## src/rtl/wsd_pkg.sv

```systemverilog
// Package for the WebSocket frame deframer.
// Holds the transaction types of both channels and the header constants.
// Used by every module under rtl; depends on nothing.
package wsd_pkg;

  localparam int unsigned LengthBitsDefault = 64;

  localparam logic [6:0] LenCode16 = 7'd126;
  localparam logic [6:0] LenCode64 = 7'd127;

  localparam logic [3:0] ExtBytes16 = 4'd2;
  localparam logic [3:0] ExtBytes64 = 4'd8;
  localparam logic [3:0] KeyBytes   = 4'd4;

  typedef struct packed {
    logic [7:0] data_byte;
    logic       chunk_end;
  } in_item_t;

  typedef struct packed {
    logic [7:0] payload_byte;
    logic       last_of_frame;
    logic       truncated;
  } out_item_t;

endpackage

```

## src/rtl/wsd_parser.sv

```systemverilog
// Input register and frame parser of the WebSocket frame deframer.
// Tracks the header, extended length, mask key and payload count per byte.
// Depends on wsd_pkg.
module wsd_parser #(
  parameter int unsigned LENGTH_BITS = wsd_pkg::LengthBitsDefault
) (
  input  logic              clk,
  input  logic              rst,
  input  logic              in_valid,
  output logic              in_stall,
  input  wsd_pkg::in_item_t in_data,
  input  logic              buf_full,
  output logic              res_valid,
  output wsd_pkg::out_item_t res_data
);

  typedef enum logic [4:0] {
    PH_HDR1 = 5'b00001,
    PH_LEN  = 5'b00010,
    PH_EXT  = 5'b00100,
    PH_KEY  = 5'b01000,
    PH_DATA = 5'b10000
  } phase_t;

  logic              ireg_valid;
  wsd_pkg::in_item_t ireg_data;
  logic              adv;

  phase_t                 phase, phase_next;
  logic                   masked, masked_next;
  logic [3:0]             left, left_next;
  logic [LENGTH_BITS-1:0] rem, rem_next;
  logic [31:0]            key, key_next;
  logic [1:0]             pos, pos_next;

  logic                   hit;
  wsd_pkg::out_item_t     res;
  logic [7:0]             b;
  logic [31:0]            key_shift;

  assign in_stall = ireg_valid & buf_full;
  assign adv      = ireg_valid & ~buf_full;

  always_ff @(posedge clk) begin
    if (rst) begin
      ireg_valid <= 1'b0;
    end else if (!in_stall) begin
      ireg_valid <= in_valid;
    end
    if (!in_stall && in_valid) begin
      ireg_data <= in_data;
    end
  end

  assign b         = ireg_data.data_byte;
  assign key_shift = key << {pos, 3'b000};

  always_comb begin
    phase_next  = phase;
    masked_next = masked;
    left_next   = left;
    rem_next    = rem;
    key_next    = key;
    pos_next    = pos;
    hit         = 1'b0;
    res         = '0;
    unique case (phase)
      PH_LEN: begin
        masked_next = b[7];
        key_next    = '0;
        pos_next    = '0;
        rem_next    = '0;
        if (b[6:0] == wsd_pkg::LenCode16) begin
          left_next  = wsd_pkg::ExtBytes16;
          phase_next = PH_EXT;
        end else if (b[6:0] == wsd_pkg::LenCode64) begin
          left_next  = wsd_pkg::ExtBytes64;
          phase_next = PH_EXT;
        end else begin
          rem_next = LENGTH_BITS'(b[6:0]);
          if (b[7]) begin
            phase_next = PH_KEY;
            left_next  = wsd_pkg::KeyBytes;
          end else if (b[6:0] == 7'd0) begin
            phase_next = PH_HDR1;
          end else begin
            phase_next = PH_DATA;
          end
        end
      end
      PH_EXT: begin
        if (rem[LENGTH_BITS-1 -: 8] != 8'd0) begin
          rem_next = '1;
        end else begin
          rem_next = {rem[LENGTH_BITS-9:0], b};
        end
        left_next = left - 4'd1;
        if (left_next == 4'd0) begin
          if (masked) begin
            phase_next = PH_KEY;
            left_next  = wsd_pkg::KeyBytes;
          end else if (rem_next == '0) begin
            phase_next = PH_HDR1;
          end else begin
            phase_next = PH_DATA;
          end
        end
      end
      PH_KEY: begin
        key_next  = {key[23:0], b};
        left_next = left - 4'd1;
        if (left_next == 4'd0) begin
          pos_next   = '0;
          phase_next = (rem == '0) ? PH_HDR1 : PH_DATA;
        end
      end
      PH_DATA: begin
        hit              = 1'b1;
        res.payload_byte = masked ? (b ^ key_shift[31:24]) : b;
        pos_next         = pos + 2'd1;
        rem_next         = rem - LENGTH_BITS'(1);
        if (rem_next == '0) begin
          res.last_of_frame = 1'b1;
          phase_next        = PH_HDR1;
        end
      end
      default: begin
        phase_next = PH_LEN;
      end
    endcase

    if (ireg_data.chunk_end && phase_next != PH_HDR1) begin
      phase_next  = PH_HDR1;
      masked_next = 1'b0;
      left_next   = '0;
      rem_next    = '0;
      key_next    = '0;
      pos_next    = '0;
      hit         = 1'b1;
      res         = '0;
      res.truncated = 1'b1;
    end
  end

  always_ff @(posedge clk) begin
    if (rst) begin
      phase  <= PH_HDR1;
      masked <= 1'b0;
      left   <= '0;
      rem    <= '0;
      key    <= '0;
      pos    <= '0;
    end else if (adv) begin
      phase  <= phase_next;
      masked <= masked_next;
      left   <= left_next;
      rem    <= rem_next;
      key    <= key_next;
      pos    <= pos_next;
    end
  end

  assign res_valid = adv & hit;
  assign res_data  = res;

endmodule

```

## src/rtl/wsd_out_buf.sv

```systemverilog
// Two-entry result buffer of the WebSocket frame deframer.
// Decouples the parser from a stalled consumer on the output channel.
// Depends on wsd_pkg.
module wsd_out_buf (
  input  logic               clk,
  input  logic               rst,
  input  logic               push,
  input  wsd_pkg::out_item_t push_data,
  output logic               full,
  output logic               out_valid,
  input  logic               out_stall,
  output wsd_pkg::out_item_t out_data
);

  wsd_pkg::out_item_t mem [2];
  logic               wr_ptr;
  logic               rd_ptr;
  logic [1:0]         count;
  logic               pop;

  assign full      = (count == 2'd2);
  assign out_valid = (count != 2'd0);
  assign pop       = out_valid & ~out_stall;
  assign out_data  = mem[rd_ptr];

  always_ff @(posedge clk) begin
    if (push) begin
      mem[wr_ptr] <= push_data;
    end
  end

  always_ff @(posedge clk) begin
    if (rst) begin
      wr_ptr <= 1'b0;
      rd_ptr <= 1'b0;
      count  <= 2'd0;
    end else begin
      if (push) begin
        wr_ptr <= ~wr_ptr;
      end
      if (pop) begin
        rd_ptr <= ~rd_ptr;
      end
      count <= count + {1'b0, push} - {1'b0, pop};
    end
  end

`ifndef SYNTH
  a_no_push_when_full : assert property (@(posedge clk) disable iff (rst)
    !(push && full))
    else $error("result pushed into a full buffer");

  a_count_bound : assert property (@(posedge clk) disable iff (rst)
    count != 2'd3)
    else $error("result buffer count out of range");

  a_ptr_match : assert property (@(posedge clk) disable iff (rst)
    ((count == 2'd0) || (count == 2'd2)) |-> (wr_ptr == rd_ptr))
    else $error("buffer pointers disagree with count");

  a_count_step : assert property (@(posedge clk) disable iff (rst)
    (push && !pop) |=> (count == $past(count) + 2'd1))
    else $error("buffer count did not follow a push");
`endif

endmodule

```

## src/rtl/websocket_frame_deframer.sv

```systemverilog
// Top level of the WebSocket frame deframer.
// Instantiates the parser and the result buffer; depends on wsd_pkg.
//
//   channel  direction  handshake            transaction
//   in       input      in_valid / in_stall   wsd_pkg::in_item_t
//   out      output     out_valid / out_stall wsd_pkg::out_item_t
//
// One byte is accepted per clock while the input is not stalled.
// The per-byte work is one pass of parse logic between the input register
// and the two-entry result buffer.
// Reset is synchronous and returns the parser to the first header byte.
// The input stalls only while the result buffer is full and the input
// register holds a byte.
module websocket_frame_deframer #(
  parameter int unsigned LENGTH_BITS = wsd_pkg::LengthBitsDefault
) (
  input  logic               clk,
  input  logic               rst,
  input  logic               in_valid,
  output logic               in_stall,
  input  wsd_pkg::in_item_t  in_data,
  output logic               out_valid,
  input  logic               out_stall,
  output wsd_pkg::out_item_t out_data
);

  logic               buf_full;
  logic               res_valid;
  wsd_pkg::out_item_t res_data;

  wsd_parser #(
    .LENGTH_BITS(LENGTH_BITS)
  ) u_parser (
    .clk      (clk),
    .rst      (rst),
    .in_valid (in_valid),
    .in_stall (in_stall),
    .in_data  (in_data),
    .buf_full (buf_full),
    .res_valid(res_valid),
    .res_data (res_data)
  );

  wsd_out_buf u_out_buf (
    .clk      (clk),
    .rst      (rst),
    .push     (res_valid),
    .push_data(res_data),
    .full     (buf_full),
    .out_valid(out_valid),
    .out_stall(out_stall),
    .out_data (out_data)
  );

endmodule

```

## config.mk

```make
export PLATFORM = sky130hd
export DESIGN_NAME = websocket_frame_deframer
export DESIGN_NICKNAME = d
export VERILOG_FILES = /design/src/rtl/wsd_pkg.sv /design/src/rtl/wsd_parser.sv /design/src/rtl/wsd_out_buf.sv /design/src/rtl/websocket_frame_deframer.sv
export SDC_FILE = /design/constraint.sdc
export NUM_CORES = 1
export LEC_CHECK = 0
export BUFFER_PORTS_ARGS = -buffer_cell sky130_fd_sc_hd__buf_2
export CORE_MARGIN = 2
export CORE_UTILIZATION = 40
export DETAILED_ROUTE_END_ITERATION = 16
export HOLD_SLACK_MARGIN = 0.08
export PLACE_DENSITY = 0.53
export SYNTH_ARGS = -nofsm -noshare
export SYNTH_HDL_FRONTEND = slang
export SYNTH_SLANG_ARGS = --single-unit
```

## constraint.sdc

```tcl
create_clock -name clk -period 5.6 [get_ports clk]
set_input_delay 1.12 -clock clk [delete_from_list [all_inputs] [get_ports clk]]
set_output_delay 1.12 -clock clk [all_outputs]
set_load 0.005 [all_outputs]
```

# Word level (Yosys, flattened, before mapping)

Memories as Yosys holds them, arrays and structs flattened. A register that Yosys moved wholly into a read port is not among the register bits.
Cells that the tools add are included.

Flip-flop bits (word level): 122
RAM bits: 20
Output and inout bits: 12
Memories: 1

Memory list:

| name          | words | bits a word | rd ports | clocked after Yosys merged registers in | write ports | RTL line          | text |
|---|---|---|---|---|---|---|---|
| u_out_buf.mem | 2     | 10          | 1        | 1                                       | 1           | wsd_out_buf.sv:15 | `wsd_pkg::out_item_t mem [2];` |

$add $sub $neg: 5
Eq/ne operators: 10
Shift-type cells: 1
Mux-type cells: 42
Bitwise gates (word level): 9
Reduce and logical (&&, ||, !) cells: 20

Operators with widths:

| cell                    | number |
|---|---|
| $mux W64                | 4 |
| $logic_not A64 Y1       | 3 |
| $pmux W64 S3            | 1 |
| $pmux W32 S2            | 1 |
| $sub A64 B1 Y64 const B | 1 |
| $mux W5                 | 11 |
| $mux W32                | 1 |
| $shl A32 B5 Y32         | 1 |
| $mux W4                 | 6 |
| $pmux W5 S4             | 1 |
| $eq A7 B7 Y1 const B    | 2 |
| $pmux W4 S3             | 1 |
| $reduce_bool A4 Y1      | 3 |
| $mux W10                | 1 |
| $ne A5 B1 Y1 const B    | 2 |
| $mux W1                 | 9 |
| $mux W9                 | 1 |
| $mux W8                 | 1 |
| $reduce_bool A8 Y1      | 1 |
| $xor A8 B8 Y8           | 1 |
| $logic_not A7 Y1        | 1 |
| $mux W7                 | 1 |
| $pmux W2 S3             | 1 |
| $reduce_and A2 Y1       | 3 |
| 19 further kinds        | 29 |

# Longest topological paths before layout

Word-level depth: 14
Mapped depth: 16
Gate-level depth less buffers: 14

# Cells and area by module

A second synthesis with hierarchy kept.

Cell total of the unflattened synthesis: 1110
Area total of the unflattened synthesis: 8996.1 sq um

Modules (own cells, without submodules):

| module      | instances | cells each | area each (sq um) | seq. area each (sq um) |
|---|---|---|---|---|
| wsd_parser  | 1         | 1056       | 8032.7            | 2452.4 |
| wsd_out_buf | 1         | 54         | 963.4             | 700.7 |

# Least setup slack after synthesis

No wires, ideal clock.

Path kind: register to register
From: register u_parser.rem[10]
To: register u_parser.key[7]
Arrival: 4406 ps
Required time: 5541 ps
Setup slack: 1136 ps
Cell stages (with the launch flop): 14
Path buffers: 4
Clock period less this slack: 4464 ps
Path through: dfxtp_1 -> buf_6 -> or4_4 -> or4_4 -> buf_6 -> or3_1 -> clkbuf_1 -> or4_1 -> a2111oi_0 -> or4b_1 -> nand4b_4 -> a2111oi_4 -> buf_6 -> a22o_1

Word-level cells in the longest chain between the ends: 11
Elaborated cells between the ends (all ways): 18
Those cells by class: add/sub (1); eq/ne (1); mux (10); reduce/logical (6)

Ends and longest elaborated chain:

| item                                                    | RTL line          | text |
|---|---|---|
| start, declared                                         | wsd_parser.sv:32  | `logic [LENGTH_BITS-1:0] rem, rem_next;` |
| start signal, assigned                                  | wsd_parser.sv:157 | `rem <= rem_next;` |
| branches (longest 6 deep; another with $sub A64 B1 Y64) | n/a               |  |
| $pmux W5 S4 (*)                                         | wsd_parser.sv:67  | `unique case (phase)` |
| $ne A5 B1 Y1 (*)                                        | wsd_parser.sv:132 | `if (ireg_data.chunk_end && phase_next != PH_HDR1) begin` |
| $logic_and A1 B1 Y1 (*)                                 | wsd_parser.sv:132 |  |
| $reduce_bool A3 Y1 (no source line)                     | n/a               |  |
| $reduce_and A2 Y1 (no source line)                      | n/a               |  |
| end signal, assigned                                    | wsd_parser.sv:158 | `key <= key_next;` |
| end, declared                                           | wsd_parser.sv:33  | `logic [31:0] key, key_next;` |

Mark *: on every way between the ends. The select of a mux whose other input is x is not followed.
A chain may end at the register's enable or synchronous reset.

# Worst setup path after layout

From: register u_parser.rem[10]
To: register u_parser.masked

Word-level cells in the longest chain between the ends: 11
Elaborated cells between the ends (all ways): 18
Those cells by class: add/sub (1); eq/ne (1); mux (10); reduce/logical (6)

Ends and longest elaborated chain:

| item                                                    | RTL line          | text |
|---|---|---|
| branches (longest 6 deep; another with $sub A64 B1 Y64) | n/a               |  |
| $pmux W5 S4 (*)                                         | wsd_parser.sv:67  |  |
| $ne A5 B1 Y1 (*)                                        | wsd_parser.sv:132 |  |
| $logic_and A1 B1 Y1 (*)                                 | wsd_parser.sv:132 |  |
| $reduce_bool A2 Y1 (no source line)                     | n/a               |  |
| $reduce_and A2 Y1 (no source line)                      | n/a               |  |
| end signal, assigned                                    | wsd_parser.sv:155 | `masked <= masked_next;` |
| end, declared                                           | wsd_parser.sv:30  | `logic masked, masked_next;` |

Marks and branches as above.

==> summary.md <==
| Metric | Value |
|---|---|
| Outcome | completed |
| Worst-path maximum fanout | 21 |
| DRT antenna net count | 0 |
| First-pass GRT wire length | between 40,000 and 50,000 um |
| Startpoint Class | register |
| Clock power share | 35.4% |
| Worst Tran Pin Value | 943.9 ps |
| Initial DRT Pass Iterations | 5 |
| Worst setup endpoint | u_parser.masked |
| Slew margin rel. | between 30% and 40% |
| Seq/Total Area, Yosys | 34.96% |
| Final TNS setup | 0 ps |
| CTS Buf Count | 17 |
| Synth Area per Inst | 8.074 um^2 |
| Clock Skews | 11.13 ps |
| Initial core utilization | about two fifths |
| Critical Path End Type | register |
| Worst skew pair latency | 440 ps |
| DP Area | 0.009360 mm^2 |
| CP startpoint | u_parser.rem[10] |
| Fin util | 45.53% |
| CTS Sinks | approximately 140 |
| Final instance area | between 0.009 and 0.01 mm^2 |
| Max_cap viols | 0 |
| Top cell type's share of synthesized area | 25.31% |
| H-Tree Depth | 4 |
| I/O pin total | 25 |
| Core ar. | 0.02196 mm^2 |
| Predominant post-synthesis flop cell | dfxtp_1 |
| Most frequent cells in the layout | 114 x dfxtp_1, 99 x nand2_1, 96 x o21ai_0, 91 x nor2_1, 57 x nor4_1 |
| Clock Root Buffer | clkbuf_16 |
| RR Startpoint | u_parser.rem[10] |
| Reg-to-reg endpoint | u_parser.masked |
| Die Y | 154.2 um |
| Gpl congestion | 0.9729 |
| Initial antenna violation count | 0 |
| Row cnt | 54 |
| Mapped Cells | 1,117 |
| CP required | 5960 ps |
| Aggregate global routing overflow | 0 |
| Pwr Density | 349.2 mW/mm^2 |
| Gr usage total | 26.33% |
| Net switching power | 0.001315 W |
| Residual DRC | 0 |
| Peak supply drop | roughly 0.21 mV |
| Wirelength, routed | 30,780 um |
| Yosys reg bits | around 140 |
| R2R Setup Slk | 500 ps |
| Final hold viol count | 0 |
| Worst reg2reg path depth | 11 |
| Minimum clock period | 5098 ps |
| Die ar. | 0.02376 mm^2 |
| Routed vias | 8,840 |
| CTS max path bufs | 2 |
| Pint | 0.002177 W |
| Logic pwr share | 31.3% |
| Largest area contributor in the netlist | dfxtp_1 |
| CTS-repair resized insts | 0 |
| DR WL/cell | 22.18 um |
| Final setup viols | 0 |
| Async S/R FF share, synth | 0% |
| # diodes | 0 |
| Switching portion of total power | 37.66% |
| Layout Nets | 1,114 |
| Period utilization | 91.03% |
| Mapped cell area | ~0.009 mm^2 |
| Hold buffer count at cts | 0 |
| Largest net degree at the start of global routing | 59 |
| Vias in the first global route | 8,134 |
| First DRT Iteration DRCs | about 950 |
| DP HPWL | roughly 21,000 um |
| RSZ-0062 raised after global routing | false |
| Commonest non-fill, non-tap cell in the layout | dfxtp_1 |
| Data arrival, critical path | 5460 ps |
| Die X | 154.2 um |
| Netlist cell types | around 70 |
| # port buffers | 24 |
| Setup bufs post-CTS | 0 |
| Critical path type | reg -> reg |
| Type of the most critical hold path | reg -> reg |
| Syn_nets | approximately 1.1k |
| Leakage Power | roughly 3.5 nW |
| Top cells by area, synth | dfxtp_1 25%, edfxtp_1 9.7%, o21ai_0 5.3% |
| Yosys Warn Count | 0 |
| Layout cells sized above 1 | 12.27% |
| Flop pwr share | approximately 33% |
| Peak Freq | about 200 MHz |
| CTS tree | done |
| Pins Over Slew Limit | 0 |
| Post-synth EDFFs | 29 |
| Area growth, synth to finish | 10.86% |
| Clock-pin slew on the worst setup and hold paths | 70 ps |
| Routed vias/inst | 6.369 |
-- cells in the mapped netlist (7+ instances only) --
library cell and number:
o211ai_1 17, edfxtp_1 29, a31oi_1 14, or4_1 17, o31ai_1 13, mux4_2 8
a211oi_1 9, or3_1 26, xnor2_1 25, o21ai_0 96, a311oi_1 12, nor3_1 46
a21oi_1 50, dfxtp_1 114, mux2_2 11, nand3_1 41, buf_2 12, o41ai_1 7
and3_1 7, inv_1 14, nand3b_1 11, xor2_1 17, clkbuf_1 73, a22o_1 33
nand4_1 23, nand2_1 99, nor4_1 57, nor2b_1 7, nor2_1 92, or2_2 16
o21a_1 13, nand2b_1 10, and2_1 11
-- metal layers --
metal  track usage [%]  wire [um]
met1             39.09      14830
met2             38.71      13330
met3             4.510       2045
met4             8.322        579
met5                 0          0
-- power by group through the flow --
stage          combinational [W]  clock [W]  sequential, W
5_1_grt                  0.00118    0.00130        0.00117
2_1_floorplan           0.000754          0        0.00114
6_report                 0.00109    0.00124        0.00116
3_3_place_gp             0.00107          0        0.00118
3_5_place_dp             0.00106          0        0.00118
4_1_cts                  0.00106    0.00126        0.00116
-- logic make-up (layout without fill, tap and decap cells) --
family                   count (synthesis)  after routing  share of synthesized area [%]
AND/OR/NAND/NOR                        491            491                          29.00
multiplexers                            20             20                          3.482
adder cells (fa/ha/maj)                  6              6                         0.8324
XOR/XNOR                                42             42                          4.079
AO/OA/AOI/OAI                          304            304                          22.43
buffers and inverters                  111            102                          5.216
flip-flops                             143            143                          34.96
-- worst min path at each step --
stage	end	depth (start not counted)	slack, ps	start
global route	u_parser.key[29]	1	500	u_parser.key[29]
floorplan	u_parser.key[24]	1	440	u_parser.key[24]
finish	u_parser.key[27]	1	480	u_parser.key[27]
CTS	u_parser.key[24]	1	490	u_parser.key[24]
global placement	u_parser.key[26]	1	460	u_parser.key[26]
detailed placement	u_parser.key[30]	1	470	u_parser.key[30]
-- through the flow --
stage / setup WS [ps] / power, W / hold slack, ps / instances
6_report: 502.2 / 0.003492 / 484.6 / 1388
3_5_place_dp: 567.8 / 0.002242 / 465.0 / 1356
4_1_cts: 574.9 / 0.003485 / 486.3 / 1388
3_3_place_gp: 661.5 / 0.002248 / 460.1 / 1356
5_1_grt: 286.9 / 0.003648 / 502.5 / 1388
2_1_floorplan: 1136 / 0.001896 / 444.3 / 1117
-- cell type report --
| class | instances | area (um^2) |
|---|---|---|
| Clock buffer | 17 | 425.4 |
| Clock inverter | 15 | 212.7 |
| Fill cell | 2155 | 11960 |
| Inverter | 14 | 52.55 |
| Multi-Input combinational cell | 863 | 5429 |
| Sequential cell | 143 | 3153 |
| Tap cell | 280 | 350.3 |
| Timing Repair Buffer | 56 | 375.4 |
-- state kept, by name, summed over array words and instances (netlist names), 2 cells and up, named ones only --
| signal | cells |
|---|---|
| u_parser.left | 4 |
| u_parser.phase | 5 |
| u_parser.b | 8 |
| u_out_buf.mem | 20 |
| u_parser.key | 32 |
| u_parser.pos | 2 |
| u_parser.rem | 64 |
| u_out_buf.count | 2 |
-- critical path: stages, from the launching register on --
cell and delay [ps]:
dfxtp_1 390, or4_4 650, or4_4 620, or3_1 610, or4_1 570, a2111oi_0 380, or4b_1 540, nand4b_4 280
nand2_1 290, buf_4 340, nand4_1 150, a21oi_1 180
No activity file was read; power rests on OpenSTA's default activity.
